--- config.mk ---
export PLATFORM = sky130hd
export DESIGN_NAME = msa_track_rle_decoder
export DESIGN_NICKNAME = d
export VERILOG_FILES = /design/src/design/mtrd_pkg.sv /design/src/design/mtrd_front.sv /design/src/design/mtrd_queue.sv /design/src/design/mtrd_back.sv /design/src/design/msa_track_rle_decoder.sv
export SDC_FILE = /design/constraint.sdc
export NUM_CORES = 1
export LEC_CHECK = 0
export BUFFER_PORTS_ARGS = -buffer_cell sky130_fd_sc_hd__buf_2
export CELL_PAD_IN_SITES_DETAIL_PLACEMENT = 0
export CELL_PAD_IN_SITES_GLOBAL_PLACEMENT = 1
export CORE_AREA = 2 2 135 137
export DETAILED_ROUTE_END_ITERATION = 12
export DIE_AREA = 0 0 137 139
export GPL_TIMING_DRIVEN = 0
export PLACE_DENSITY_LB_ADDON = 0.15
export SLEW_MARGIN = 20
export SYNTH_ARGS = -nofsm -noshare
export SYNTH_HDL_FRONTEND = slang
export SYNTH_HIERARCHICAL = 1
export SYNTH_SLANG_ARGS = --single-unit
--- constraint.sdc ---
create_clock -name clock -period 5.4 [get_ports clock]
set_input_delay 0.27 -clock clock [delete_from_list [all_inputs] [get_ports clock]]
set_output_delay 0.27 -clock clock [all_outputs]
set_load 0.01 [all_outputs]
--- src/design/mtrd_pkg.sv ---
// ----------------------------------------------------------------------------
// mtrd_pkg
// Types and constants shared by the MSA track RLE decoder modules.
// ----------------------------------------------------------------------------
package mtrd_pkg;

   localparam int SECTOR_W    = 7;
   localparam int LENGTH_W    = 16;
   localparam int BYTE_W      = 8;
   localparam int TOTAL_W     = 17;
   localparam int SECTOR_SH   = 9;          // 512 bytes per sector
   localparam logic [SECTOR_W-1:0] SECTORS_RESET = 7'd9;
   localparam logic [BYTE_W-1:0]   ESCAPE_BYTE   = 8'hE5;
   localparam logic [LENGTH_W-1:0] ESCAPE_LAST   = 16'd3; // escape needs 4 bytes

   typedef enum logic [1:0] {
      ST_OK    = 2'd0,
      ST_TRUNC = 2'd1,
      ST_SIZE  = 2'd2
   } status_type;

   typedef enum logic [1:0] {
      PH_LITERAL  = 2'd0,
      PH_VALUE    = 2'd1,
      PH_COUNT_HI = 2'd2,
      PH_COUNT_LO = 2'd3
   } phase_type;

   // One classified transaction handed from the front to the back.
   typedef struct packed {
      logic                is_begin;
      logic [LENGTH_W-1:0] length;
      logic [BYTE_W-1:0]   data;
      logic                raw;          // begin: length equals track size
      logic                zero;         // begin: empty track
      logic                size_nonzero; // begin: track size is not zero
      logic                escape;       // data: byte is the escape code
   } item_type;

   function automatic logic [TOTAL_W-1:0] track_size(input logic [SECTOR_W-1:0] sectors);
      track_size = {1'b0, sectors, {SECTOR_SH{1'b0}}};
   endfunction

endpackage

--- src/design/mtrd_front.sv ---
// ----------------------------------------------------------------------------
// mtrd_front
// Input classifier: decodes the opcode and precomputes track flags.
// ----------------------------------------------------------------------------
module mtrd_front import mtrd_pkg::*; (
   input  logic                req_tuser,
   input  logic [23:0]         req_tdata,
   input  logic [SECTOR_W-1:0] sectors,
   output item_type            item
);

   logic [LENGTH_W-1:0] length;
   logic [TOTAL_W-1:0]  tsize;

   assign length = req_tdata[15:0];
   assign tsize  = track_size(sectors);

   always_comb begin
      item.is_begin     = ~req_tuser;
      item.length       = length;
      item.data         = req_tdata[23:16];
      item.raw          = ({1'b0, length} == tsize);
      item.zero         = (length == '0);
      item.size_nonzero = (tsize != '0);
      item.escape       = (req_tdata[23:16] == ESCAPE_BYTE);
   end

endmodule

--- src/design/mtrd_queue.sv ---
// ----------------------------------------------------------------------------
// mtrd_queue
// Small FIFO between the classifier and the decode engine.
// ----------------------------------------------------------------------------
module mtrd_queue import mtrd_pkg::*; #(
   parameter int DEPTH = 2
) (
   input  logic     clock,
   input  logic     reset,
   input  logic     push,
   input  item_type push_item,
   output logic     full,
   input  logic     pop,
   output logic     head_valid,
   output item_type head_item
);

   localparam int PTR_W = (DEPTH > 1) ? $clog2(DEPTH) : 1;
   localparam int CNT_W = $clog2(DEPTH + 1);
   localparam logic [PTR_W-1:0] PTR_LAST = PTR_W'(DEPTH - 1);
   localparam logic [CNT_W-1:0] CNT_FULL = CNT_W'(DEPTH);

   item_type         entry_ff [DEPTH];
   logic [PTR_W-1:0] wr_ptr_ff, wr_ptr_in;
   logic [PTR_W-1:0] rd_ptr_ff, rd_ptr_in;
   logic [CNT_W-1:0] count_ff, count_in;
   logic             do_push, do_pop;

   assign full       = (count_ff == CNT_FULL);
   assign head_valid = (count_ff != '0);
   assign head_item  = entry_ff[rd_ptr_ff];
   assign do_push    = push & ~full;
   assign do_pop     = pop & head_valid;

   always_comb begin
      wr_ptr_in = wr_ptr_ff;
      rd_ptr_in = rd_ptr_ff;
      count_in  = count_ff;
      if (do_push) begin
         wr_ptr_in = (wr_ptr_ff == PTR_LAST) ? '0 : wr_ptr_ff + 1'b1;
      end
      if (do_pop) begin
         rd_ptr_in = (rd_ptr_ff == PTR_LAST) ? '0 : rd_ptr_ff + 1'b1;
      end
      if (do_push && !do_pop) begin
         count_in = count_ff + 1'b1;
      end else if (!do_push && do_pop) begin
         count_in = count_ff - 1'b1;
      end
   end

   always_ff @(posedge clock) begin
      if (reset) begin
         wr_ptr_ff <= '0;
         rd_ptr_ff <= '0;
         count_ff  <= '0;
      end else begin
         wr_ptr_ff <= wr_ptr_in;
         rd_ptr_ff <= rd_ptr_in;
         count_ff  <= count_in;
      end
   end

   always_ff @(posedge clock) begin
      if (do_push) begin
         entry_ff[wr_ptr_ff] <= push_item;
      end
   end

endmodule

--- src/design/mtrd_back.sv ---
// ----------------------------------------------------------------------------
// mtrd_back
// Decode engine: track state, escape sequencing, totals and output register.
// ----------------------------------------------------------------------------
module mtrd_back import mtrd_pkg::*; (
   input  logic                clock,
   input  logic                reset,
   input  logic [SECTOR_W-1:0] sectors,
   input  logic                head_valid,
   input  item_type            head_item,
   output logic                pop,
   output logic                rsp_tvalid,
   input  logic                rsp_tready,
   output logic [23:0]         rsp_tdata,
   output logic                rsp_tlast,
   output logic [1:0]          rsp_tuser
);

   phase_type           phase_ff, phase_in;
   logic                in_track_ff, in_track_in;
   logic                raw_ff, raw_in;
   logic [LENGTH_W-1:0] left_ff, left_in;
   logic [BYTE_W-1:0]   pending_ff, pending_in;
   logic [BYTE_W-1:0]   count_hi_ff, count_hi_in;
   logic [TOTAL_W-1:0]  total_ff, total_in;
   logic                trunc_ff, trunc_in;

   logic                out_valid_ff, out_valid_in;
   logic [BYTE_W-1:0]   out_value_ff, out_value_in;
   logic [LENGTH_W-1:0] out_length_ff, out_length_in;
   logic                out_done_ff, out_done_in;
   status_type          out_status_ff, out_status_in;

   logic                step, data_step, last;
   logic [LENGTH_W-1:0] add_amt;
   logic [TOTAL_W:0]    sum;
   logic [TOTAL_W-1:0]  total_sat;
   status_type          end_status;

   assign step      = head_valid & (~out_valid_ff | rsp_tready);
   assign pop       = step;
   assign data_step = step & ~head_item.is_begin & in_track_ff;
   assign last      = (left_ff <= 16'd1);
   assign add_amt   = (phase_ff == PH_COUNT_LO) ? {count_hi_ff, head_item.data} : 16'd1;
   assign sum       = {1'b0, total_ff} + {{(TOTAL_W + 1 - LENGTH_W){1'b0}}, add_amt};
   assign total_sat = sum[TOTAL_W] ? {TOTAL_W{1'b1}} : sum[TOTAL_W-1:0];
   assign end_status = !last ? ST_OK :
                       (total_sat != track_size(sectors)) ? ST_SIZE : ST_OK;

   // Escape sequencer next state
   always_comb begin
      phase_in = phase_ff;
      if (step && head_item.is_begin) begin
         phase_in = PH_LITERAL;
      end else if (data_step && !raw_ff && !trunc_ff) begin
         unique case (phase_ff)
            PH_LITERAL: begin
               if (head_item.escape && left_ff > ESCAPE_LAST) begin
                  phase_in = PH_VALUE;
               end
            end
            PH_VALUE:    phase_in = PH_COUNT_HI;
            PH_COUNT_HI: phase_in = PH_COUNT_LO;
            PH_COUNT_LO: phase_in = PH_LITERAL;
            default:     phase_in = PH_LITERAL;
         endcase
      end
   end

   // Sequencer outputs and datapath
   always_comb begin
      in_track_in   = in_track_ff;
      raw_in        = raw_ff;
      left_in       = left_ff;
      pending_in    = pending_ff;
      count_hi_in   = count_hi_ff;
      total_in      = total_ff;
      trunc_in      = trunc_ff;
      out_valid_in  = out_valid_ff & ~rsp_tready;
      out_value_in  = out_value_ff;
      out_length_in = out_length_ff;
      out_done_in   = out_done_ff;
      out_status_in = out_status_ff;

      if (step && head_item.is_begin) begin
         raw_in      = head_item.raw;
         left_in     = head_item.length;
         pending_in  = '0;
         count_hi_in = '0;
         total_in    = '0;
         trunc_in    = 1'b0;
         in_track_in = ~head_item.zero;
         if (head_item.zero) begin
            out_valid_in  = 1'b1;
            out_value_in  = '0;
            out_length_in = '0;
            out_done_in   = 1'b1;
            out_status_in = head_item.size_nonzero ? ST_SIZE : ST_OK;
         end
      end else if (data_step) begin
         left_in     = last ? '0 : left_ff - 1'b1;
         in_track_in = ~last;
         if (raw_ff) begin
            total_in      = total_sat;
            out_valid_in  = 1'b1;
            out_value_in  = head_item.data;
            out_length_in = 16'd1;
            out_done_in   = last;
            out_status_in = ST_OK;
         end else if (trunc_ff) begin
            if (last) begin
               out_valid_in  = 1'b1;
               out_value_in  = '0;
               out_length_in = '0;
               out_done_in   = 1'b1;
               out_status_in = ST_TRUNC;
            end
         end else begin
            unique case (phase_ff)
               PH_LITERAL: begin
                  if (!head_item.escape) begin
                     total_in      = total_sat;
                     out_valid_in  = 1'b1;
                     out_value_in  = head_item.data;
                     out_length_in = 16'd1;
                     out_done_in   = last;
                     out_status_in = end_status;
                  end else if (left_ff <= ESCAPE_LAST) begin
                     trunc_in = 1'b1;
                     if (last) begin
                        out_valid_in  = 1'b1;
                        out_value_in  = '0;
                        out_length_in = '0;
                        out_done_in   = 1'b1;
                        out_status_in = ST_TRUNC;
                     end
                  end
               end
               PH_VALUE:    pending_in  = head_item.data;
               PH_COUNT_HI: count_hi_in = head_item.data;
               PH_COUNT_LO: begin
                  total_in      = total_sat;
                  out_valid_in  = 1'b1;
                  out_value_in  = pending_ff;
                  out_length_in = add_amt;
                  out_done_in   = last;
                  out_status_in = end_status;
               end
               default: begin
                  pending_in = pending_ff;
               end
            endcase
         end
      end
   end

   always_ff @(posedge clock) begin
      if (reset) begin
         phase_ff     <= PH_LITERAL;
         in_track_ff  <= 1'b0;
         raw_ff       <= 1'b0;
         left_ff      <= '0;
         pending_ff   <= '0;
         count_hi_ff  <= '0;
         total_ff     <= '0;
         trunc_ff     <= 1'b0;
         out_valid_ff <= 1'b0;
      end else begin
         phase_ff     <= phase_in;
         in_track_ff  <= in_track_in;
         raw_ff       <= raw_in;
         left_ff      <= left_in;
         pending_ff   <= pending_in;
         count_hi_ff  <= count_hi_in;
         total_ff     <= total_in;
         trunc_ff     <= trunc_in;
         out_valid_ff <= out_valid_in;
      end
   end

   always_ff @(posedge clock) begin
      out_value_ff  <= out_value_in;
      out_length_ff <= out_length_in;
      out_done_ff   <= out_done_in;
      out_status_ff <= out_status_in;
   end

   assign rsp_tvalid = out_valid_ff;
   assign rsp_tdata  = {out_length_ff, out_value_ff};
   assign rsp_tlast  = out_done_ff;
   assign rsp_tuser  = out_status_ff;

endmodule

--- src/design/msa_track_rle_decoder.sv ---
// ----------------------------------------------------------------------------
// msa_track_rle_decoder
// Decodes MSA disk image track bytes into run descriptors with end status.
// ----------------------------------------------------------------------------
//  channel  | direction | contents
//  req_     | in        | tuser opcode, tdata stored_length / data_byte
//  rsp_     | out       | tdata run_value / run_length, tlast done, tuser status
//  csr_     | in        | sectors_per_track write
//
//  One transaction per cycle while rsp_ is not stalled; a transaction is written
//  into the queue at the accept edge, and its result then passes through the
//  output register before rsp_tvalid rises.
//  The queue of QUEUE_DEPTH entries absorbs rsp_ stalls; req_tready drops
//  only when it is full. Synchronous active-high reset empties the queue
//  and clears track state; sectors_per_track returns to 9.
// ----------------------------------------------------------------------------
module msa_track_rle_decoder import mtrd_pkg::*; #(
   parameter int QUEUE_DEPTH = 2
) (
   input  logic                clock,
   input  logic                reset,
   input  logic                req_tvalid,
   output logic                req_tready,
   input  logic [23:0]         req_tdata,   // stored_length[15:0], data_byte[23:16]
   input  logic                req_tuser,   // opcode
   output logic                rsp_tvalid,
   input  logic                rsp_tready,
   output logic [23:0]         rsp_tdata,   // run_value[7:0], run_length[23:8]
   output logic                rsp_tlast,
   output logic [1:0]          rsp_tuser,   // status
   input  logic                csr_wr_en,
   input  logic [SECTOR_W-1:0] csr_wr_data
);

   logic [SECTOR_W-1:0] sectors_ff;
   item_type            front_item;
   item_type            head_item;
   logic                full, head_valid, pop;

   always_ff @(posedge clock) begin
      if (reset) begin
         sectors_ff <= SECTORS_RESET;
      end else if (csr_wr_en) begin
         sectors_ff <= csr_wr_data;
      end
   end

   assign req_tready = ~full;

   mtrd_front u_front (
      .req_tuser (req_tuser),
      .req_tdata (req_tdata),
      .sectors   (sectors_ff),
      .item      (front_item)
   );

   mtrd_queue #(.DEPTH(QUEUE_DEPTH)) u_queue (
      .clock      (clock),
      .reset      (reset),
      .push       (req_tvalid),
      .push_item  (front_item),
      .full       (full),
      .pop        (pop),
      .head_valid (head_valid),
      .head_item  (head_item)
   );

   mtrd_back u_back (
      .clock      (clock),
      .reset      (reset),
      .sectors    (sectors_ff),
      .head_valid (head_valid),
      .head_item  (head_item),
      .pop        (pop),
      .rsp_tvalid (rsp_tvalid),
      .rsp_tready (rsp_tready),
      .rsp_tdata  (rsp_tdata),
      .rsp_tlast  (rsp_tlast),
      .rsp_tuser  (rsp_tuser)
   );

endmodule

==> results_dict.tcl, run 1 <==
set metrics [dict create \
    outcome "finished clean" \
    worst_pin_slew_ns 0.885 \
    fin_cells 1148 \
    crit_family "compound AO/OA/AOI/OAI gates" \
    clkLatencyLatePin_ns 0.42 \
    synth.distinct_cells 76 \
    post_cts_buffers 0 \
    worstPathArrival_ns 4.81 \
    cts.sinks 152 \
    routed.top_layer "met4" \
    slowest_stage "a211oi_1" \
    fin_skew_ns 0.0128 \
    hold_slack_ns 0.0584 \
    cp-end-kind "flop" \
    grt_max_degree 30 \
    relSlewSlack 0.403 \
    cp_cell_sequence "ha_1 -> clkbuf_1 -> clkbuf_1 -> nand2_1 -> ha_1 -> fa_1 -> a211oi_1 -> nor2_1 -> xnor2_1 -> o2111ai_1 -> nor4b_2 -> o2111ai_1 -> a2111oi_1 -> a41oi_1" \
    detail-route-antenna-nets 0 \
    critical_path_buf_inv_count 2 \
    wire_per_inst_um 18.4 \
    final_common_cell "nor2_1" \
    min_period_ns 4.68 \
    drt-total-wl_um 21100 \
    p_total_mw 4.51 \
    synth_area_mm2 0.00811 \
    grt_pass1_wl_um 33300 \
    cts_tree "built" \
    antenna_found_initial 0 \
    cts.hold.buffers_added 0 \
    dr.pass1.iters 5 \
    ys_seq_elements 152 \
    wl_met3_um 859 \
    syn-num-nets 881 \
    dr_wl_met2_um 10500 \
    numCtsBuffers 17 \
    crit_required_ns 5.53 \
    drc_errors 0 \
    placed_cells 1116 \
    drv_cap 0 \
    gp_congestion 0.883 \
    start_kind "flop" \
    row_count 49 \
    initial_utilization 0.459 \
    fmax_mhz 214 \
    chipHeight_um 139 \
    yosysWarningCount 6 \
    rsz0062_at_grt "false" \
    ios 66 \
    async_flop_share 0 \
    portBuffers 64 \
    clk_pin_slew_worst_paths_ns 0.06 \
    dieArea_mm2 0.0190 \
    core-area_mm2 0.0177 \
    drt-vias-per-instance 5.71 \
    ys.flop_type "edfxtp_1" \
    finalSetupViolations 0 \
    die_x_um 137 \
    clockBufferDepth 2 \
    num-fill-cells 1632 \
    area_delta_synth_final_pct 15.2 \
    track_usage 0.224 \
    drive_gt1_frac 0.192 \
    vias 6552 \
    slowest_delay_ns 0.45 \
    wl_met1_um 9480 \
    yosysSeqAreaShare 0.480 \
    grt_pass1_vias 6313 \
    place_hpwl_um 15700 \
    synth_edf_count 85 \
    cts-root-buf "clkbuf_16" \
    worst-setup-path-type "flop to flop" \
    drt_iter0_markers 501 \
    min_period_over_period 0.866 \
    overflow 0 \
    cp_max_fo 10 \
    min_path_type "primary input to flop" \
    htree_levels 4 \
    slew_violations 0 \
    fin_util 0.529 \
    layout.nets 967 \
    syn_inst 820 \
    cts_resized 0 \
    syn_avg_cell_area_um2 9.89 \
    final_cell_mix "89 x nor2_1, 85 x edfxtp_1, 77 x a21oi_1" \
    peakVddDrop_uv 233 \
    leakage_nw 3.51 \
    diodes 0 \
    power_density_mw_per_mm2 483 \
    finalSetupTns_ns 0 \
    finalHoldViolCount 0 \
]
==> power breakdown <==
part	internal, mW	switching, mW
registers	1.50	0.132
clock network	0.728	0.481
logic	0.629	1.04
==> flip-flops by register name (all words and copies together) (netlist names), named ones only <==
name	cells
sectors_ff	7
u_back/in_track_ff	1
u_back/out_length_ff	16
u_back/rsp_tvalid	1
u_queue/count_ff	2
u_back/total_ff	17
u_back/rsp_tuser	2
u_back/out_value_ff	8
u_back/pending_ff	8
u_queue/rd_ptr_ff	1
u_back/left_ff	16
u_back/count_hi_ff	8
u_queue/wr_ptr_ff	1
u_back/phase_ff	2
u_back/trunc_ff	1
u_back/raw_ff	1
u_back/rsp_tlast	1
u_queue/entry_ff	58
==> worst register-to-register path: stages (launching register included) <==
cell       delay, ns
dfxtp_1         0.39
ha_1            0.31
clkbuf_1        0.43
clkbuf_1        0.32
nand2_1         0.12
ha_1            0.22
fa_1            0.42
a211oi_1        0.45
nor2_1          0.12
xnor2_1         0.24
o2111ai_1       0.19
nor4b_2         0.35
o2111ai_1       0.16
a2111oi_1       0.45
a41oi_1         0.21
==> through the flow <==
stage,area [µm²],setup slack (ns)
global route,9340,0.374
floorplan,8110,1.46
detailed placement,8740,0.776
CTS,9340,0.733
finish,9340,0.722
global placement,8710,-0.116
==> layer usage <==
metal  global-route usage  vias to the layer above
li1                     -                     3190
met1                0.298                     3180
met4               0.0602                        0
met3               0.0376                       15
met2                0.376                      167
met5                    0                        -
==> final timing paths <==
| kind | from | end | slack [ns] | cells after the start |
|---|---|---|---|---|
| min | csr_wr_data[3] | sectors_ff[3] | 0.06 | 2 |
| max | u_back/phase_ff[0] | u_back/rsp_tuser[1] | 0.72 | 14 |
| min reg2reg | u_back/pending_ff[4] | u_back/pending_ff[4] | 0.45 | 2 |
| max reg2reg | u_back/phase_ff[0] | u_back/rsp_tuser[1] | 0.72 | 14 |
==> synth_stat cells, drive strengths merged, types with 5 or more instances <==
cell type | n | share of area
or2 | 9 | 0.0069
or3 | 7 | 0.0054
xnor2 | 19 | 0.021
nor4 | 8 | 0.0069
o21ai | 33 | 0.020
nor3 | 24 | 0.017
nor2 | 89 | 0.041
edfxtp | 85 | 0.31
xor2 | 13 | 0.014
a22oi | 23 | 0.021
nand2b | 14 | 0.011
nor2b | 8 | 0.0065
nand3 | 27 | 0.017
and2 | 21 | 0.016
inv | 14 | 0.0065
o2111ai | 5 | 0.0054
and3 | 6 | 0.0046
a21o | 5 | 0.0046
a21oi | 77 | 0.048
clkbuf | 38 | 0.018
a211oi | 14 | 0.013
ha | 23 | 0.035
a31oi | 14 | 0.012
mux2i | 6 | 0.0074
nand2 | 43 | 0.020
mux2 | 29 | 0.040
o31ai | 8 | 0.0074
dfxtp | 67 | 0.17
buf | 30 | 0.027
==> logic make-up (layout without fill, tap and decap cells) <==
logic type / Yosys count / count (layout) / share of synthesized area
AO/OA/AOI/OAI: 219 / 219 / 0.174
XOR/XNOR: 32 / 32 / 0.0346
adder cells (fa/ha/maj): 24 / 24 / 0.0380
buffers and inverters: 82 / 181 / 0.0512
flip-flops: 152 / 152 / 0.480
multiplexers: 35 / 35 / 0.0477
AND/OR/NAND/NOR: 276 / 276 / 0.174
==> area by class of cell <==
| type | count | area (µm²) | area share |
|---|---|---|---|
| timing repair buffer | 67 | 343 | 0.0367 |
| clock buffer | 17 | 425 | 0.0455 |
| buffer | 68 | 363 | 0.0388 |
| tap | 229 | 287 | 0.0307 |
| inverter | 14 | 52.6 | 0.00563 |
| clock inverter | 15 | 173 | 0.0185 |
| multi-input combinational | 586 | 3800 | 0.407 |
| sequential | 152 | 3890 | 0.417 |
No activity file was read; power rests on OpenSTA's default activity.
==> inputs of run 2 (changes only) <==
--- a/config.mk
+++ b/config.mk
@@ -12,7 +12,8 @@
 export DETAILED_ROUTE_END_ITERATION = 12
 export DIE_AREA = 0 0 137 139
 export GPL_TIMING_DRIVEN = 0
-export PLACE_DENSITY_LB_ADDON = 0.15
+export HOLD_SLACK_MARGIN = 0.05
+export PLACE_DENSITY_LB_ADDON = 0.1
 export SLEW_MARGIN = 20
 export SYNTH_ARGS = -nofsm -noshare
 export SYNTH_HDL_FRONTEND = slang
==> results_dict.tcl, run 2 (synthesized netlist as in run 1, its figures left out) <==
set metrics [dict create \
    outcome "finished clean" \
    gp_congestion 0.859 \
    fin_skew_ns 0.00977 \
    largest_register_ffs 58 \
    fin_util 0.530 \
    grt_max_degree 30 \
    min-delay-start "csr_wr_data[0]" \
    clk_pin_slew_worst_paths_ns 0.06 \
    timing.rr.end "u_back/rsp_tuser[1]" \
    p_sw_mw 1.66 \
    critical_path_buf_inv_count 2 \
    cts.sinks 152 \
    r2r_setup_slack_ns 0.77 \
    grt_pass1_wl_um 33800 \
    cts-root-buf "clkbuf_16" \
    numCtsBuffers 17 \
    fmax_mhz 216 \
    seqPwrFrac 0.361 \
    num-fill-cells 1620 \
    finalSetupTns_ns 0 \
    slew_violations 0 \
    min_path_type "primary input to flop" \
    drc_errors 0 \
    cp_cell_sequence "ha_1 -> clkbuf_1 -> clkbuf_1 -> nand2_1 -> ha_1 -> fa_1 -> a211oi_1 -> nor2_1 -> xnor2_1 -> o2111ai_1 -> nor4b_2 -> o2111ai_1 -> a2111oi_1 -> a41oi_1" \
    min_period_ns 4.63 \
    wire_per_inst_um 18.3 \
    crit-reg2reg-launch "u_back/phase_ff[0]" \
    htree_levels 4 \
    crit_required_ns 5.52 \
    drt_iter0_markers 468 \
    grt_pass1_vias 6338 \
    rsz0062_at_grt "false" \
    slowest_delay_ns 0.47 \
    finalSetupViolations 0 \
    layout.nets 968 \
    internal-power_mw 2.85 \
    reg2regPathDepth 14 \
    drv_cap 0 \
    ios 66 \
    reg_top3 "u_queue/entry_ff (58), u_back/total_ff (17)" \
    initial_utilization 0.459 \
    min_period_over_period 0.857 \
    dr.pass1.iters 5 \
    core-area_mm2 0.0177 \
    leakage_nw 3.51 \
    cp_max_fo 10 \
    worst_pin_slew_ns 0.757 \
    cp-end-kind "flop" \
    place_area_mm2 0.00875 \
    final_common_cell "nor2_1" \
    peakVddDrop_uv 270 \
    detail-route-antenna-nets 0 \
    hold_end "sectors_ff[0]" \
    portBuffers 64 \
    clkLatencyLatePin_ns 0.42 \
    place_hpwl_um 15900 \
    vias 6558 \
    multiInputGateArea_mm2 0.00380 \
    final_cell_mix "89 x nor2_1, 85 x edfxtp_1, 77 x a21oi_1" \
    crit_family "compound AO/OA/AOI/OAI gates" \
    row_count 49 \
    design_area_mm2 0.00935 \
    start_kind "flop" \
    drt-total-wl_um 21100 \
    comb_power_share 0.374 \
    chipHeight_um 139 \
    antenna_found_initial 0 \
    seq_area_mm2 0.00389 \
    power_density_mw_per_mm2 483 \
    post_cts_buffers 0 \
    regMostFlops "u_queue/entry_ff" \
    slowest_stage "a2111oi_1" \
    cts_tree "built" \
    relSlewSlack 0.495 \
    dieArea_mm2 0.0190 \
    clkPwrFrac 0.265 \
    worstPathArrival_ns 4.75 \
    overflow 0 \
    drive_gt1_frac 0.190 \
    drt-vias-per-instance 5.71 \
    die_x_um 137 \
    area_delta_synth_final_pct 15.4 \
    track_usage 0.227 \
    clockBufferDepth 2 \
    finalHoldViolCount 0 \
    switching_share 0.368 \
    worst-setup-path-type "flop to flop" \
    diodes 0 \
    hold_depth 2 \
]
==> run 2: cell types whose count changed in the layout (fill, tap and decap cells not counted), sizes merged <==
cell,previous run,this run
dlygate4sd3,0,1
clkinvlp,1,3
bufinv,3,2
clkbuf,55,58
inv,18,19
clkinv,7,2
==> run 2: how the worst max path moves through the flow <==
| stage | cells after the start | start | to |
|---|---|---|---|
| 3_3_place_gp | 7 | flop | u_back/out_length_ff[8] |
| 6_report | 14 | u_back/phase_ff[0] | u_back/rsp_tuser[1] |
| 4_1_cts | 14 | u_back/phase_ff[0] | u_back/rsp_tuser[1] |
| 3_5_place_dp | 14 | u_back/phase_ff[0] | u_back/rsp_tuser[1] |
| 2_1_floorplan | 7 | flop | u_back/out_length_ff[0] |
| 5_1_grt | 14 | u_back/phase_ff[0] | u_back/rsp_tuser[1] |
==> run 2: what timing repair did <==
action                    CTS  global route
hold endpoints to repair    1             0
hold buffers                1             0
gates resized for setup     0             0
==> run 2: per-stage QoR <==
stage	setup WS, ns	std cells	power (mW)	hold WS, ns
2_1_floorplan	1.46	820	2.79	0.339
3_3_place_gp	-0.0985	1113	3.26	0.441
3_5_place_dp	0.808	1116	3.33	0.447
4_1_cts	0.783	1149	4.53	0.0508
5_1_grt	0.418	1149	4.77	0.0819
6_report	0.771	1149	4.51	0.0694
==> run 2: power by group through the flow <==
stage / Combinational, mW / Clock [mW] / Sequential (mW)
final: 1.69 / 1.19 / 1.63
after global routing: 1.86 / 1.26 / 1.66
after CTS: 1.68 / 1.21 / 1.63
after detailed placement: 1.68 / 0 / 1.65
after global placement: 1.61 / 0 / 1.65
after floorplan: 1.13 / 0 / 1.66
==> run 2: layer usage <==
layer	part of all wire	global-route usage	wire, µm	vias up
li1	-	-	-	3190
met5	0	0	0	-
met3	0.035	0.0333	742	16
met2	0.51	0.394	10800	140
met1	0.44	0.295	9330	3212
met4	0.0091	0.0581	191	0
==> run 2: area by class of cell <==
class,count,area share
sequential,152,0.416
multi-input combinational,586,0.407
clock buffer,20,0.0490
buffer,68,0.0388
timing repair buffer,68,0.0381
tap,229,0.0306
clock inverter,12,0.0148
inverter,14,0.00562
==> run 2: worst reg2reg max path: cells and delay by family (launching register included) <==
kind                       cells  cell delay (ns)
and+or+nand+nor                3             0.59
DFF                            1             0.39
buffers and inverters          2             0.70
AOI/OAI and AO/OA              5             1.46
xor gates and xnor gates       1             0.21
adders and majority gates      3             0.98
==> inputs of run 3 (changes only) <==
--- a/config.mk
+++ b/config.mk
@@ -8,9 +8,9 @@
 export BUFFER_PORTS_ARGS = -buffer_cell sky130_fd_sc_hd__buf_2
 export CELL_PAD_IN_SITES_DETAIL_PLACEMENT = 0
 export CELL_PAD_IN_SITES_GLOBAL_PLACEMENT = 1
-export CORE_AREA = 2 2 135 137
+export CORE_AREA = 2 2 130 132
 export DETAILED_ROUTE_END_ITERATION = 12
-export DIE_AREA = 0 0 137 139
+export DIE_AREA = 0 0 132 134
 export GPL_TIMING_DRIVEN = 0
 export HOLD_SLACK_MARGIN = 0.05
 export PLACE_DENSITY_LB_ADDON = 0.1
==> constraint.sdc (replaced) <==
create_clock -name clock -period 5.65 [get_ports clock]
set_input_delay 0.2825 -clock clock [delete_from_list [all_inputs] [get_ports clock]]
set_output_delay 0.2825 -clock clock [all_outputs]
set_load 0.01 [all_outputs]
==> results_dict.tcl, run 3 (synthesized netlist as in run 1, its figures left out) <==
set metrics [dict create \
    fin_cells 1138 \
    grt.busiest_layer "met2" \
    hold_end "sectors_ff[3]" \
    clockBufferDepth 2 \
    start_kind "flop" \
    drive_gt1_frac 0.193 \
    crit-reg2reg-launch "u_back/phase_ff[0]" \
    drc_errors 0 \
    diodes 0 \
    post_cts_buffers 0 \
    grtUsageMet1 0.300 \
    cp-end-kind "flop" \
    drt-vias-per-instance 5.76 \
    worst_pin_slew_ns 0.770 \
    track_usage 0.233 \
    r2r_setup_slack_ns 1.15 \
    dp_slack_ns 1.16 \
    fmax_mhz 222 \
    peakVddDrop_uv 242 \
    core-area_mm2 0.0163 \
    timing.rr.end "u_back/rsp_tuser[1]" \
    dr.pass1.iters 5 \
    relSlewSlack 0.480 \
    grt_max_degree 30 \
    power_density_mw_per_mm2 462 \
    min_period_over_period 0.796 \
    hold_slack_ns 0.0635 \
    min_path_type "primary input to flop" \
    dieArea_mm2 0.0177 \
    placed_cells 1106 \
    cts_resized 0 \
    gp_congestion 0.870 \
    cp_max_fo 10 \
    numCtsBuffers 17 \
    rsz0062_at_grt "false" \
    drt_iter0_markers 513 \
    num-fill-cells 1464 \
    final_cell_mix "89 x nor2_1, 85 x edfxtp_1, 77 x a21oi_1" \
    die_x_um 132 \
    slew_violations 0 \
    detail-route-antenna-nets 0 \
    use_met3 0.0404 \
    final_common_cell "nor2_1" \
    finalHoldViolCount 0 \
    cts.hold.buffers_added 0 \
    hold_depth 2 \
    p_total_mw 4.31 \
    fin_skew_ns 0.0125 \
    cts-root-buf "clkbuf_16" \
    cts.sinks 152 \
    ios 66 \
    leakage_nw 3.51 \
    min_period_ns 4.50 \
    clk_pin_slew_worst_paths_ns 0.06 \
    reg2regPathDepth 14 \
    chipHeight_um 134 \
    layout.nets 966 \
    antenna_found_initial 0 \
    grt_pass1_wl_um 32800 \
    place_hpwl_um 15300 \
    crit_required_ns 5.79 \
    overflow 0 \
    grt_pass1_vias 6404 \
    drt-total-wl_um 20500 \
    initial_utilization 0.498 \
    finalSetupTns_ns 0 \
    reg_top3 "u_queue/entry_ff (58), u_back/total_ff (17)" \
    largest_register_ffs 58 \
    outcome "finished clean" \
    worst-setup-path-type "flop to flop" \
    portBuffers 64 \
    min-delay-start "csr_wr_data[3]" \
    met2_usage 0.395 \
    regMostFlops "u_queue/entry_ff" \
    wire_per_inst_um 18.0 \
    worstSetupStartpoint "u_back/phase_ff[0]" \
    area_delta_synth_final_pct 15.2 \
    clkLatencyLatePin_ns 0.43 \
    htree_levels 4 \
    drv_cap 0 \
    vias 6556 \
    finalSetupViolations 0 \
    cts_tree "built" \
    worstPathArrival_ns 4.64 \
    layout_setup_ws_ns 1.15 \
    row_count 47 \
]
[run 3: changes by cell type in the layout (fill, tap and decap cells not counted), moves of 2 or more]
cell      previous run  this run
clkbuf_1            39        37
clkinv_2             0         2
inv_6                5         1
clkinv_4             1         5
[run 3: area by class of cell]
cell class	count	area, µm²	share of cell area
plain buffers	68	363	0.0389
clock buffers	18	439	0.0470
clock inverters	14	175	0.0188
inverters	14	52.6	0.00563
multi-input cells	586	3800	0.407
flip-flops and latches	152	3890	0.417
well taps	220	275	0.0295
repair buffers	66	335	0.0359
[run 3: metal layers]
metal | share of wire | vias up
met5 | 0 | -
met1 | 0.45 | 3187
met2 | 0.49 | 149
met4 | 0.020 | 0
met3 | 0.041 | 30
li1 | - | 3190
[run 3: worst max path at each step]
stage,to,slack [ns]
3_5_place_dp,u_back/rsp_tuser[1],1.16
3_3_place_gp,u_back/out_length_ff[11],0.37
6_report,u_back/rsp_tuser[1],1.15
4_1_cts,u_back/rsp_tuser[1],1.14
5_1_grt,u_back/rsp_tuser[1],0.81
2_1_floorplan,u_back/out_length_ff[0],1.71
[run 3: worst max-delay path, stage by stage, from the launching register on]
cell	delay, ns
dfxtp_1	0.38
ha_1	0.32
clkbuf_1	0.37
clkbuf_1	0.31
and2_1	0.21
ha_1	0.23
clkbuf_1	0.21
a21oi_1	0.33
o211ai_1	0.15
o21a_1	0.24
or3_1	0.35
o311a_1	0.39
mux2i_1	0.16
a2111oi_1	0.35
a41oi_1	0.20
[run 3: through the flow]
stage | util | instance area [µm²]
2_1_floorplan | - | 8110
3_3_place_gp | 0.534 | 8700
3_5_place_dp | 0.536 | 8720
4_1_cts | 0.573 | 9340
5_1_grt | 0.573 | 9340
6_report | 0.573 | 9340
[run 3: power breakdown]
part           switching, mW  internal [mW]  total (mW)  leakage, nW
clock network          0.461          0.708        1.17        0.292
registers              0.120           1.44        1.56         1.34
logic                  0.989          0.596        1.59         1.88
total                   1.57           2.74        4.31         3.51
